[config.mk]
export PLATFORM = sky130hd
export DESIGN_NAME = pairwise_snp_distance_matrix_unit_flat
export DESIGN_NICKNAME = d
export VERILOG_FILES = /design/src/hdl/psdm_pkg.sv /design/src/hdl/psdm_col_if.sv /design/src/hdl/psdm_pair_if.sv /design/src/hdl/psdm_counter_bank.sv /design/src/hdl/pairwise_snp_distance_matrix_unit.sv /design/src/flat_wrapper.sv
export SDC_FILE = /design/constraint.sdc
export NUM_CORES = 2
export LEC_CHECK = 0
export BUFFER_PORTS_ARGS = -buffer_cell sky130_fd_sc_hd__buf_2
export CORE_MARGIN = 1.5
export CORE_UTILIZATION = 55
export CTS_BUF_LIST = sky130_fd_sc_hd__clkbuf_4 sky130_fd_sc_hd__clkbuf_8 sky130_fd_sc_hd__clkbuf_16
export DETAILED_ROUTE_END_ITERATION = 16
export PLACE_DENSITY_LB_ADDON = 0.08
export SLEW_MARGIN = 40
export SYNTH_ARGS = -nofsm -noshare
export SYNTH_HDL_FRONTEND = slang
export SYNTH_HIERARCHICAL = 1
export SYNTH_SLANG_ARGS = --single-unit
[constraint.sdc]
create_clock -name clk -period 24.1 [get_ports clk]
set_input_delay 1.205 -clock clk [delete_from_list [all_inputs] [get_ports clk]]
set_output_delay 1.205 -clock clk [all_outputs]
set_load 0.05 [all_outputs]
[src/hdl/psdm_pkg.sv]
// Shared types and constants for the pairwise SNP distance matrix unit.
package psdm_pkg;

    localparam int DEF_MAX_SEQUENCES = 8;
    localparam int DEF_COUNT_BITS    = 32;

    localparam int SYM_BITS    = 8;
    localparam int COLUMN_BITS = 64;
    localparam int SEQ_BITS    = 3;
    localparam int NUM_BITS    = 4;
    localparam int DIFF_BITS   = 32;

    localparam logic [NUM_BITS-1:0] CFG_RESET = 4'd8;
    localparam logic [NUM_BITS-1:0] MIN_ACTIVE = 4'd2;

    typedef struct packed {
        logic valid;
        logic last;
    } psdm_step_t;

endpackage

[src/hdl/psdm_col_if.sv]
// Column item channel: one symbol per sequence plus the last-column flag.
interface psdm_col_if import psdm_pkg::*; ();
    logic                   valid;
    logic                   ready;
    logic [COLUMN_BITS-1:0] column_symbols;
    logic                   last_column;

    modport source (output valid, output column_symbols, output last_column, input ready);
    modport sink   (input valid, input column_symbols, input last_column, output ready);
endinterface

[src/hdl/psdm_pair_if.sv]
// Pair result channel: pair indices, difference count and last-pair flag.
interface psdm_pair_if import psdm_pkg::*; ();
    logic                 valid;
    logic                 ready;
    logic [SEQ_BITS-1:0]  first_sequence;
    logic [SEQ_BITS-1:0]  second_sequence;
    logic [DIFF_BITS-1:0] difference_count;
    logic                 last_pair;

    modport source (output valid, output first_sequence, output second_sequence,
                     output difference_count, output last_pair, input ready);
    modport sink   (input valid, input first_sequence, input second_sequence,
                     input difference_count, input last_pair, output ready);
endinterface

[src/hdl/psdm_counter_bank.sv]
// Per-pair saturating difference counters with snapshot buffer for readout.
module psdm_counter_bank import psdm_pkg::*; #(
    parameter int MAX_SEQUENCES = DEF_MAX_SEQUENCES,
    parameter int COUNT_BITS    = DEF_COUNT_BITS,
    localparam int PAIRS        = MAX_SEQUENCES * (MAX_SEQUENCES - 1) / 2,
    localparam int SLOT_W       = (PAIRS > 1) ? $clog2(PAIRS) : 1
) (
    input  logic                   clk,
    input  logic                   rst_n,
    input  psdm_step_t             step,
    input  logic [COLUMN_BITS-1:0] symbols,
    input  logic [NUM_BITS-1:0]    n_eff,
    input  logic [SLOT_W-1:0]      rd_slot,
    output logic [COUNT_BITS-1:0]  rd_count
);

    logic [COUNT_BITS-1:0] cnt_reg  [PAIRS];
    logic [COUNT_BITS-1:0] cnt_next [PAIRS];
    logic [COUNT_BITS-1:0] snap_reg [PAIRS];
    logic [PAIRS-1:0]      inc;

    for (genvar gi = 0; gi < MAX_SEQUENCES - 1; gi++)
    begin : g_row
        for (genvar gj = gi + 1; gj < MAX_SEQUENCES; gj++)
        begin : g_col
            localparam int S = gi * MAX_SEQUENCES - gi * (gi + 1) / 2 + gj - gi - 1;
            assign inc[S] = (NUM_BITS'(gj) < n_eff)
                && (symbols[SYM_BITS*gi +: SYM_BITS] != symbols[SYM_BITS*gj +: SYM_BITS])
                && (cnt_reg[S] != {COUNT_BITS{1'b1}});
        end
    end

    always_comb
    begin
        for (int k = 0; k < PAIRS; k++)
        begin
            cnt_next[k] = cnt_reg[k] + COUNT_BITS'(inc[k]);
        end
    end

    always_ff @(posedge clk or negedge rst_n)
    begin
        if (!rst_n)
        begin
            for (int k = 0; k < PAIRS; k++)
            begin
                cnt_reg[k] <= '0;
            end
        end
        else if (step.valid)
        begin
            for (int k = 0; k < PAIRS; k++)
            begin
                cnt_reg[k] <= step.last ? '0 : cnt_next[k];
            end
        end
    end

    always_ff @(posedge clk)
    begin
        if (step.valid && step.last)
        begin
            for (int k = 0; k < PAIRS; k++)
            begin
                snap_reg[k] <= cnt_next[k];
            end
        end
    end

    assign rd_count = snap_reg[rd_slot];

endmodule

[src/hdl/pairwise_snp_distance_matrix_unit.sv]
// Top level of the pairwise SNP distance matrix unit.
//
//  channel  dir  handshake        payload
//  col      in   valid/ready      column_symbols[63:0], last_column
//  pair     out  valid/ready      first_sequence, second_sequence, difference_count, last_pair
//  cfg      in   cfg_we           cfg_wdata[3:0] = active_sequences
//
// One column item per cycle unless a last column is held; counters update from the input register.
// A last column copies the counts into a snapshot buffer and clears the counters,
// so columns keep flowing as the readout drains one pair per cycle whenever pair.ready is high.
// A second last column stalls in the input register until the readout finishes.
// rst_n clears counters, readout state and sets active_sequences to 8.
module pairwise_snp_distance_matrix_unit import psdm_pkg::*; #(
    parameter int MAX_SEQUENCES = DEF_MAX_SEQUENCES,
    parameter int COUNT_BITS    = DEF_COUNT_BITS
) (
    input  logic                clk,
    input  logic                rst_n,
    psdm_col_if.sink            col,
    psdm_pair_if.source         pair,
    input  logic                cfg_we,
    input  logic [NUM_BITS-1:0] cfg_wdata
);

    localparam int PAIRS  = MAX_SEQUENCES * (MAX_SEQUENCES - 1) / 2;
    localparam int SLOT_W = (PAIRS > 1) ? $clog2(PAIRS) : 1;
    localparam logic [NUM_BITS-1:0] MAX_N = NUM_BITS'(MAX_SEQUENCES);

    logic [NUM_BITS-1:0]    active_reg;
    logic [NUM_BITS-1:0]    n_eff;

    logic                   stg_valid_reg;
    logic                   stg_last_reg;
    logic [COLUMN_BITS-1:0] stg_sym_reg;
    logic                   consume;
    logic                   snap;
    psdm_step_t             step;

    logic                   rd_busy_reg, rd_busy_next;
    logic [SEQ_BITS-1:0]    rd_i_reg, rd_i_next;
    logic [SEQ_BITS-1:0]    rd_j_reg, rd_j_next;
    logic [SLOT_W-1:0]      rd_slot_reg, rd_slot_next;
    logic [COUNT_BITS-1:0]  rd_count;
    logic                   rd_last;
    logic                   take;

    // config
    always_ff @(posedge clk or negedge rst_n)
    begin
        if (!rst_n)
        begin
            active_reg <= CFG_RESET;
        end
        else if (cfg_we)
        begin
            active_reg <= cfg_wdata;
        end
    end

    always_comb
    begin
        if (active_reg > MAX_N)
        begin
            n_eff = MAX_N;
        end
        else if (active_reg < MIN_ACTIVE)
        begin
            n_eff = MIN_ACTIVE;
        end
        else
        begin
            n_eff = active_reg;
        end
    end

    // input register
    assign consume   = stg_valid_reg && !(stg_last_reg && rd_busy_reg);
    assign snap      = consume && stg_last_reg;
    assign col.ready = !stg_valid_reg || consume;

    always_ff @(posedge clk or negedge rst_n)
    begin
        if (!rst_n)
        begin
            stg_valid_reg <= 1'b0;
        end
        else if (col.ready)
        begin
            stg_valid_reg <= col.valid;
        end
    end

    always_ff @(posedge clk)
    begin
        if (col.ready && col.valid)
        begin
            stg_sym_reg  <= col.column_symbols;
            stg_last_reg <= col.last_column;
        end
    end

    assign step.valid = consume;
    assign step.last  = stg_last_reg;

    psdm_counter_bank #(
        .MAX_SEQUENCES (MAX_SEQUENCES),
        .COUNT_BITS    (COUNT_BITS)
    ) u_bank (
        .clk      (clk),
        .rst_n    (rst_n),
        .step     (step),
        .symbols  (stg_sym_reg),
        .n_eff    (n_eff),
        .rd_slot  (rd_slot_reg),
        .rd_count (rd_count)
    );

    // readout sequencing
    assign rd_last = (NUM_BITS'(rd_i_reg) + 4'd2 == n_eff)
                  && (NUM_BITS'(rd_j_reg) + 4'd1 == n_eff);
    assign take    = rd_busy_reg && pair.ready;

    always_comb
    begin
        rd_busy_next = rd_busy_reg;
        rd_i_next    = rd_i_reg;
        rd_j_next    = rd_j_reg;
        rd_slot_next = rd_slot_reg;
        if (snap)
        begin
            rd_busy_next = 1'b1;
            rd_i_next    = '0;
            rd_j_next    = SEQ_BITS'(1);
            rd_slot_next = '0;
        end
        else if (take)
        begin
            if (rd_last)
            begin
                rd_busy_next = 1'b0;
            end
            else if (NUM_BITS'(rd_j_reg) + 4'd1 < n_eff)
            begin
                rd_j_next    = rd_j_reg + SEQ_BITS'(1);
                rd_slot_next = rd_slot_reg + SLOT_W'(1);
            end
            else
            begin
                rd_i_next    = rd_i_reg + SEQ_BITS'(1);
                rd_j_next    = rd_i_reg + SEQ_BITS'(2);
                rd_slot_next = rd_slot_reg + SLOT_W'(MAX_N - n_eff + 4'd1);
            end
        end
    end

    always_ff @(posedge clk or negedge rst_n)
    begin
        if (!rst_n)
        begin
            rd_busy_reg <= 1'b0;
            rd_i_reg    <= '0;
            rd_j_reg    <= '0;
            rd_slot_reg <= '0;
        end
        else
        begin
            rd_busy_reg <= rd_busy_next;
            rd_i_reg    <= rd_i_next;
            rd_j_reg    <= rd_j_next;
            rd_slot_reg <= rd_slot_next;
        end
    end

    assign pair.valid            = rd_busy_reg;
    assign pair.first_sequence   = rd_i_reg;
    assign pair.second_sequence  = rd_j_reg;
    assign pair.difference_count = DIFF_BITS'(rd_count);
    assign pair.last_pair        = rd_last;

    // checks
    a_pair_order: assert property (@(posedge clk) disable iff (!rst_n)
        pair.valid |-> (pair.first_sequence < pair.second_sequence))
        else $error("pair indices out of order");

    a_readout_start: assert property (@(posedge clk) disable iff (!rst_n)
        $rose(rd_busy_reg) |-> $past(snap))
        else $error("readout started without a last column");

    a_plain_no_stall: assert property (@(posedge clk) disable iff (!rst_n)
        (stg_valid_reg && !stg_last_reg) |-> col.ready)
        else $error("ordinary column stalled the input");

    a_readout_end: assert property (@(posedge clk) disable iff (!rst_n)
        (take && rd_last) |=> !rd_busy_reg)
        else $error("readout continued past the last pair");

endmodule

[src/flat_wrapper.sv]
// flat-port wrapper written by rule: the top's interface ports become plain ports
module pairwise_snp_distance_matrix_unit_flat import psdm_pkg::*;
#(
    parameter int MAX_SEQUENCES = DEF_MAX_SEQUENCES,
    parameter int COUNT_BITS    = DEF_COUNT_BITS
)
  (clk, rst_n, cfg_we, cfg_wdata, col_valid, col_column_symbols, col_last_column, col_ready, pair_valid, pair_first_sequence, pair_second_sequence, pair_difference_count, pair_last_pair, pair_ready);
  psdm_col_if col_i ();
  psdm_pair_if pair_i ();
  input  logic clk;
  input  logic rst_n;
  input  logic cfg_we;
  input  logic [NUM_BITS-1:0] cfg_wdata;
  input wire logic [$bits(col_i.valid)-1:0] col_valid;
  input wire logic [$bits(col_i.column_symbols)-1:0] col_column_symbols;
  input wire logic [$bits(col_i.last_column)-1:0] col_last_column;
  output wire logic [$bits(col_i.ready)-1:0] col_ready;
  output wire logic [$bits(pair_i.valid)-1:0] pair_valid;
  output wire logic [$bits(pair_i.first_sequence)-1:0] pair_first_sequence;
  output wire logic [$bits(pair_i.second_sequence)-1:0] pair_second_sequence;
  output wire logic [$bits(pair_i.difference_count)-1:0] pair_difference_count;
  output wire logic [$bits(pair_i.last_pair)-1:0] pair_last_pair;
  input wire logic [$bits(pair_i.ready)-1:0] pair_ready;
  assign col_i.valid = col_valid;
  assign col_i.column_symbols = col_column_symbols;
  assign col_i.last_column = col_last_column;
  assign col_ready = col_i.ready;
  assign pair_valid = pair_i.valid;
  assign pair_first_sequence = pair_i.first_sequence;
  assign pair_second_sequence = pair_i.second_sequence;
  assign pair_difference_count = pair_i.difference_count;
  assign pair_last_pair = pair_i.last_pair;
  assign pair_i.ready = pair_ready;
  pairwise_snp_distance_matrix_unit #(.MAX_SEQUENCES(MAX_SEQUENCES), .COUNT_BITS(COUNT_BITS)) u_core (.clk(clk), .rst_n(rst_n), .col(col_i), .pair(pair_i), .cfg_we(cfg_we), .cfg_wdata(cfg_wdata));
endmodule
; Word level (Yosys, flattened, before mapping)
; Memories as Yosys holds them, arrays and structs flattened.
; Cells that the tools add are included.
[op_classes]
n_lt_le_gt_ge = 10
eq_ne = 60
n_mux = 47
n_reduce_logical = 70
n_addsub = 37
[ops]
columns = op, n
row1 = $add A32 B1 Y32, 28
row2 = $mux W32, 28
row3 = $ne A32 B32 Y1 const B, 28
row4 = $ne A8 B8 Y1, 28
row5 = $logic_and A1 B1 Y1, 62
row6 = $mux W3, 8
row7 = $mux W5, 4
row8 = $lt A3 B4 Y1 const A, 4
row9 = $add A5 B1 Y5 const B, 2
row10 = $eq A4 B4 Y1, 2
row11 = $lt A2 B4 Y1 const A, 2
row12 = $mux W4, 2
row13 = $add A3 B1 Y3 const B, 2
row14 = $add A5 B5 Y5, 1
row15 = $mux W1, 5
row16 = $sub A4 B4 Y5 const A, 1
row17 = $add A3 B1 Y4 const B, 1
row18 = $add A3 B2 Y4 const B, 1
row19 = $gt A4 B4 Y1 const B, 1
row20 = $lt A1 B4 Y1 const A, 1
row21 = $lt A4 B2 Y1 const B, 1
row22 = $lt A4 B4 Y1, 1
row23 = $ne A2 B1 Y1 const B, 2
row24 = $reduce_and A2 Y1, 2
row25 = 5 further kinds, 7
[word_totals]
ramBits = 896
out_inout_bits = 41
input_bits = 74
regBits = 978
n_memories = 1
[memory_table]
columns = name, words, word_bits, rd, rd_ports_with_merged_regs, write_ports, line_no
row1 = u_core.u_bank.snap_reg, 28, 32, 1, 0, 28, psdm_counter_bank.sv:19  ; logic [COUNT_BITS-1:0] snap_reg [PAIRS];

; Logic depth before layout (Yosys ltp)
[depth]
word_depth = 10
depth_mapped = 16
ltp_nobuf = 14

; Modules after synthesis
; The synthesis kept the hierarchy.
[by_module_without_submodules]
columns = module, cells_per_inst, seq_area_each_um2, area_each_um2, n_inst
row1 = psdm_counter_bank, 8826, 49327.3, 95866.9, 1
row2 = pairwise_snp_distance_matrix_unit, 196, 2378.5, 3230.6, 1

; Worst setup path before layout
; Ideal clock, no wire load.
[synth_timing]
path_kind = reg-to-reg
start = reg u_core.rd_busy_reg, in the netlist u_core/pair.valid
end = mem u_core/u_bank/snap_reg[0][0] (netlist name), enable pin
setup_ns = 1.231
arrival_ns = 18.681
required_time_ns = 22.869
path_stages_with_launch = 6
slack_ns = 4.188
cell_sequence = dfrtp_1 a21boi_0 clkbuf_1 clkbuf_1 nand2_1 inv_1
[synth_rtl]
columns = element, line_no
row1 = from (decl), pairwise_snp_distance_matrix_unit.sv:39  ; logic rd_busy_reg, rd_busy_next;
row2 = from (signal assigned), pairwise_snp_distance_matrix_unit.sv:167  ; rd_busy_reg <= rd_busy_next;
row3 = to (decl), psdm_counter_bank.sv:19

; Final worst setup path
[layout_timing]
start = reg u_core.rd_slot_reg[2]
end = out pair_difference_count[12]
[layout_between]
elab_chain_cells = 1
[layout_lines]
columns = element, line_no
row1 = from (decl), pairwise_snp_distance_matrix_unit.sv:42  ; logic [SLOT_W-1:0] rd_slot_reg, rd_slot_next;
row2 = from (signal assigned), pairwise_snp_distance_matrix_unit.sv:170  ; rd_slot_reg <= rd_slot_next;
row3 = $mem_v2 Z28 W32, -
row4 = to (decl), flat_wrapper.sv:21  ; output wire logic [$bits(pair_i.difference_count)-1:0] pair_difference_count;
; No other way between the ends.

==> results.md <==
- Status: finished, final reports clean
- Number of CTS-inserted buffers: 202
- CP Launch Type: flop
- First drt pass iteration count: 6
- Worst hold-check path type: in2async
- Die extent in x: 427 µm
- Finished Cell Area: 109000 µm²
- Fin. max-slew vios: 0
- Largest cells by area after synthesis: edfxtp_1 29%, dfrtp_1 23%, xnor2_1 6.4%, mux4_2 4.4%, o21ai_0 3.9%
- Critical Path AT: 5930 ps
- CTS tree: done
- Total Neg Setup Slack: 0 ps
- R2R cell count: 9
- Skew final: 40.4 ps
- GPL Wtd Cong: 1.02
- Worst Setup SP: u_core/rd_slot_reg[2]
- Final core occ: 60.8%
- CP Class: reg2out
- Main synth FF type: edfxtp_1
- Worst r2r src: u_core/pair.valid
- DRT antenna net count: 0
- Fraction of registers with async set/reset: 48.7%
- Routed len/inst: 28.5 µm
- Die ar.: 183000 µm²
- Tmin final: 7130 ps
- Synth Register Bits: 1874
- Syn_nets: 9168
- Mean area per synthesized cell: 11.0 µm²
- CTS root buffer: clkbuf_16
- DR DRC count: 0
- Post-Syn Area: 99100 µm²
- Post-CTS Hold Buffers: 0
- Final WL: 322000 µm
- Area grow syn2layout: 9.77%
- Fin nets: 8902
- R2R Setup Slk: 19250 ps
- Pleak: 0.0414 µW
- CP peak stage delay: 880 ps
- Top-area cell type share of the netlist area: 29.1%
- DP Wirelength: 222000 µm
- Worst R2R End: u_core/u_bank/snap_reg[6][9]
- Share of layout cells above drive strength 1: 11.6%
- Fin. Hold Viols: 0
- Actual slew at the worst max-slew pin: 973 ps
- Crit share post-route: 29.6%
- Slowest stage cell, crit path: dfrtp_4
- Rows: 155
- Buffers added on ports: 114
- Area leader, netlist: edfxtp_1
- Clk sinks: 1874
- Critical Path RT: 22890 ps
- Worst IR Drop VDD: 0.000123 V
- Placement Cell Area: 101000 µm²
- Register area share after synthesis: 52.2%
- Largest net degree at the start of global routing: 169
- Worst-Skew Late Latency: 850 ps
- Die Y: 427 µm
- Initial antenna violation count: 26
- Ports: 115
- FMAX: 0.140 GHz
- Multi-input combinational cell area: 44400 µm²
- Total GRT Usage: 34.8%
- DR vias: 75900
- Max Buffers Root-to-Sink: 3
- Register area: 51700 µm²
- Gr ovfl total: 0
- First DRT Iteration DRCs: 9817
- Yosys warns: 6
- Cells along the critical path: buf_4, buf_4, buf_4, nand2b_1, o22ai_1, nor2_1, a22oi_1, o21ai_0, buf_2
- Cell mode on critical path: buf_4
- Post-CTS setup buffers: 0
- Cell Pwr Density: 88.7 nW/µm²
- Setup violations, final: 0
- RSZ-0062 raised after global routing: no
- Top cells by count, synth: 961 x edfxtp_1, 912 x dfrtp_1, 767 x o21ai_0, 732 x nand2_1, 719 x xnor2_1
- Fillers: 14300
- CTS resizes: 0
- Vias in the first global route: 68600
- CTS H-tree lvls: 4
- Via density per instance: 6.72
- Count leader, synth: edfxtp_1
- Crit end category: output pin
- CTS clk-pin slew, worst paths: 60 ps
- Hold Slack: 289 ps
- EDFF count, synth: 961
- Yosys cell types: 95
- Crit-path max FO: 54
- Slew HR: 35.1%
- Initial Util: 55.4%
- Max-capacitance violation count: 0
- Mapped Cells: 9022
- Area of the core: 179000 µm²
- First-pass GRT wire length: 470000 µm
==> worst max-delay path by stage <==
stage                                              end  slack (ps)  depth (start not counted)
after floorplan           u_core/u_bank/snap_reg[0][0]        4190                          5
after CTS                    pair_difference_count[14]       17000                          9
after detailed placement     pair_difference_count[14]       17940                          9
after global routing          pair_difference_count[8]       16840                          7
final                        pair_difference_count[12]       16970                          9
after global placement        pair_difference_count[3]       17810                          9
==> placed cells by master, fill, tap and decap left out, types with 25 or more instances in the layout <==
cell type and instances:
a41oi_1 85, xor2_1 350, nor4_1 94, nand4_1 290
mux2i_1 125, o21ai_0 750, clkbuf_16 211, buf_2 116
bufinv_16 29, nor2b_1 69, xnor2_1 719, a31o_2 68
buf_4 68, or4_1 61, nand3_1 465, o211ai_1 54
and3_1 164, o22ai_1 32, clkinv_2 40, a22o_1 191
nor4_2 36, ha_1 71, or2_2 28, mux2_2 33
inv_1 127, a21oi_1 135, edfxtp_1 961, and4_1 79
clkbuf_4 44, and2_1 41, o31ai_1 339, or3_1 36
nand2_1 732, dfrtp_1 907, a31oi_1 169, nor2_1 423
a21o_1 49, mux4_2 194, o2bb2ai_1 25, nor3_1 158
==> worst max-delay path: cells and delay by family (launching register included) <==
kind,cells,cell delay [ps]
AND/OR/NAND/NOR,2,610
buffers and inverters,4,2470
flip-flops,1,880
AO/OA/AOI/OAI,3,960
==> layout make-up <==
class	count	share of cell area (%)
multi-input cells	6314	40.9
clock inverters	107	1.22
inverters	131	0.477
flip-flops and latches	1874	47.5
diodes	7	0.0161
well taps	2355	2.71
repair buffers	233	1.78
clock buffers	274	5.40
==> layer usage <==
| layer | part of all wire (%) | routed length (µm) | vias up | GRT usage (%) |
|---|---|---|---|---|
| met3 | 9.2 | 29800 | 664 | 5.95 |
| met4 | 6.2 | 19900 | 12 | 18.6 |
| met2 | 44 | 142000 | 3844 | 51.4 |
| met5 | 0.036 | 117 | - | 0 |
| li1 | - | - | 33400 | - |
| met1 | 40 | 131000 | 38000 | 49.2 |
==> power by group <==
group          leakage (µW)  total [µW]  internal (µW)  switching [µW]
Clock               0.00359        3360           2020            1340
Sequential           0.0219        3900           3620             278
Combinational        0.0160        2400            781            1620
Total                0.0414        9650           6420            3230
==> cell families after synthesis <==
| family | count (synthesis) | synth area share [%] |
|---|---|---|
| muxes | 353 | 6.06 |
| adders and majority gates | 72 | 0.917 |
| AOI/OAI and AO/OA | 2039 | 13.6 |
| buffers and inverters | 834 | 3.31 |
| and+or+nand+nor | 2778 | 14.5 |
| DFF | 1874 | 52.2 |
| xor gates and xnor gates | 1072 | 9.50 |
==> stage by stage <==
| step | cells | power [µW] | setup WS (ps) |
|---|---|---|---|
| 3_3_place_gp | 10900 | 6270 | 17810 |
| 2_1_floorplan | 9022 | 5450 | 4190 |
| 5_1_grt | 11300 | 9910 | 16840 |
| 3_5_place_dp | 10900 | 6300 | 17940 |
| 4_1_cts | 11300 | 9650 | 17000 |
| 6_report | 11300 | 9650 | 16970 |
Power figures use the tool's default switching activity.
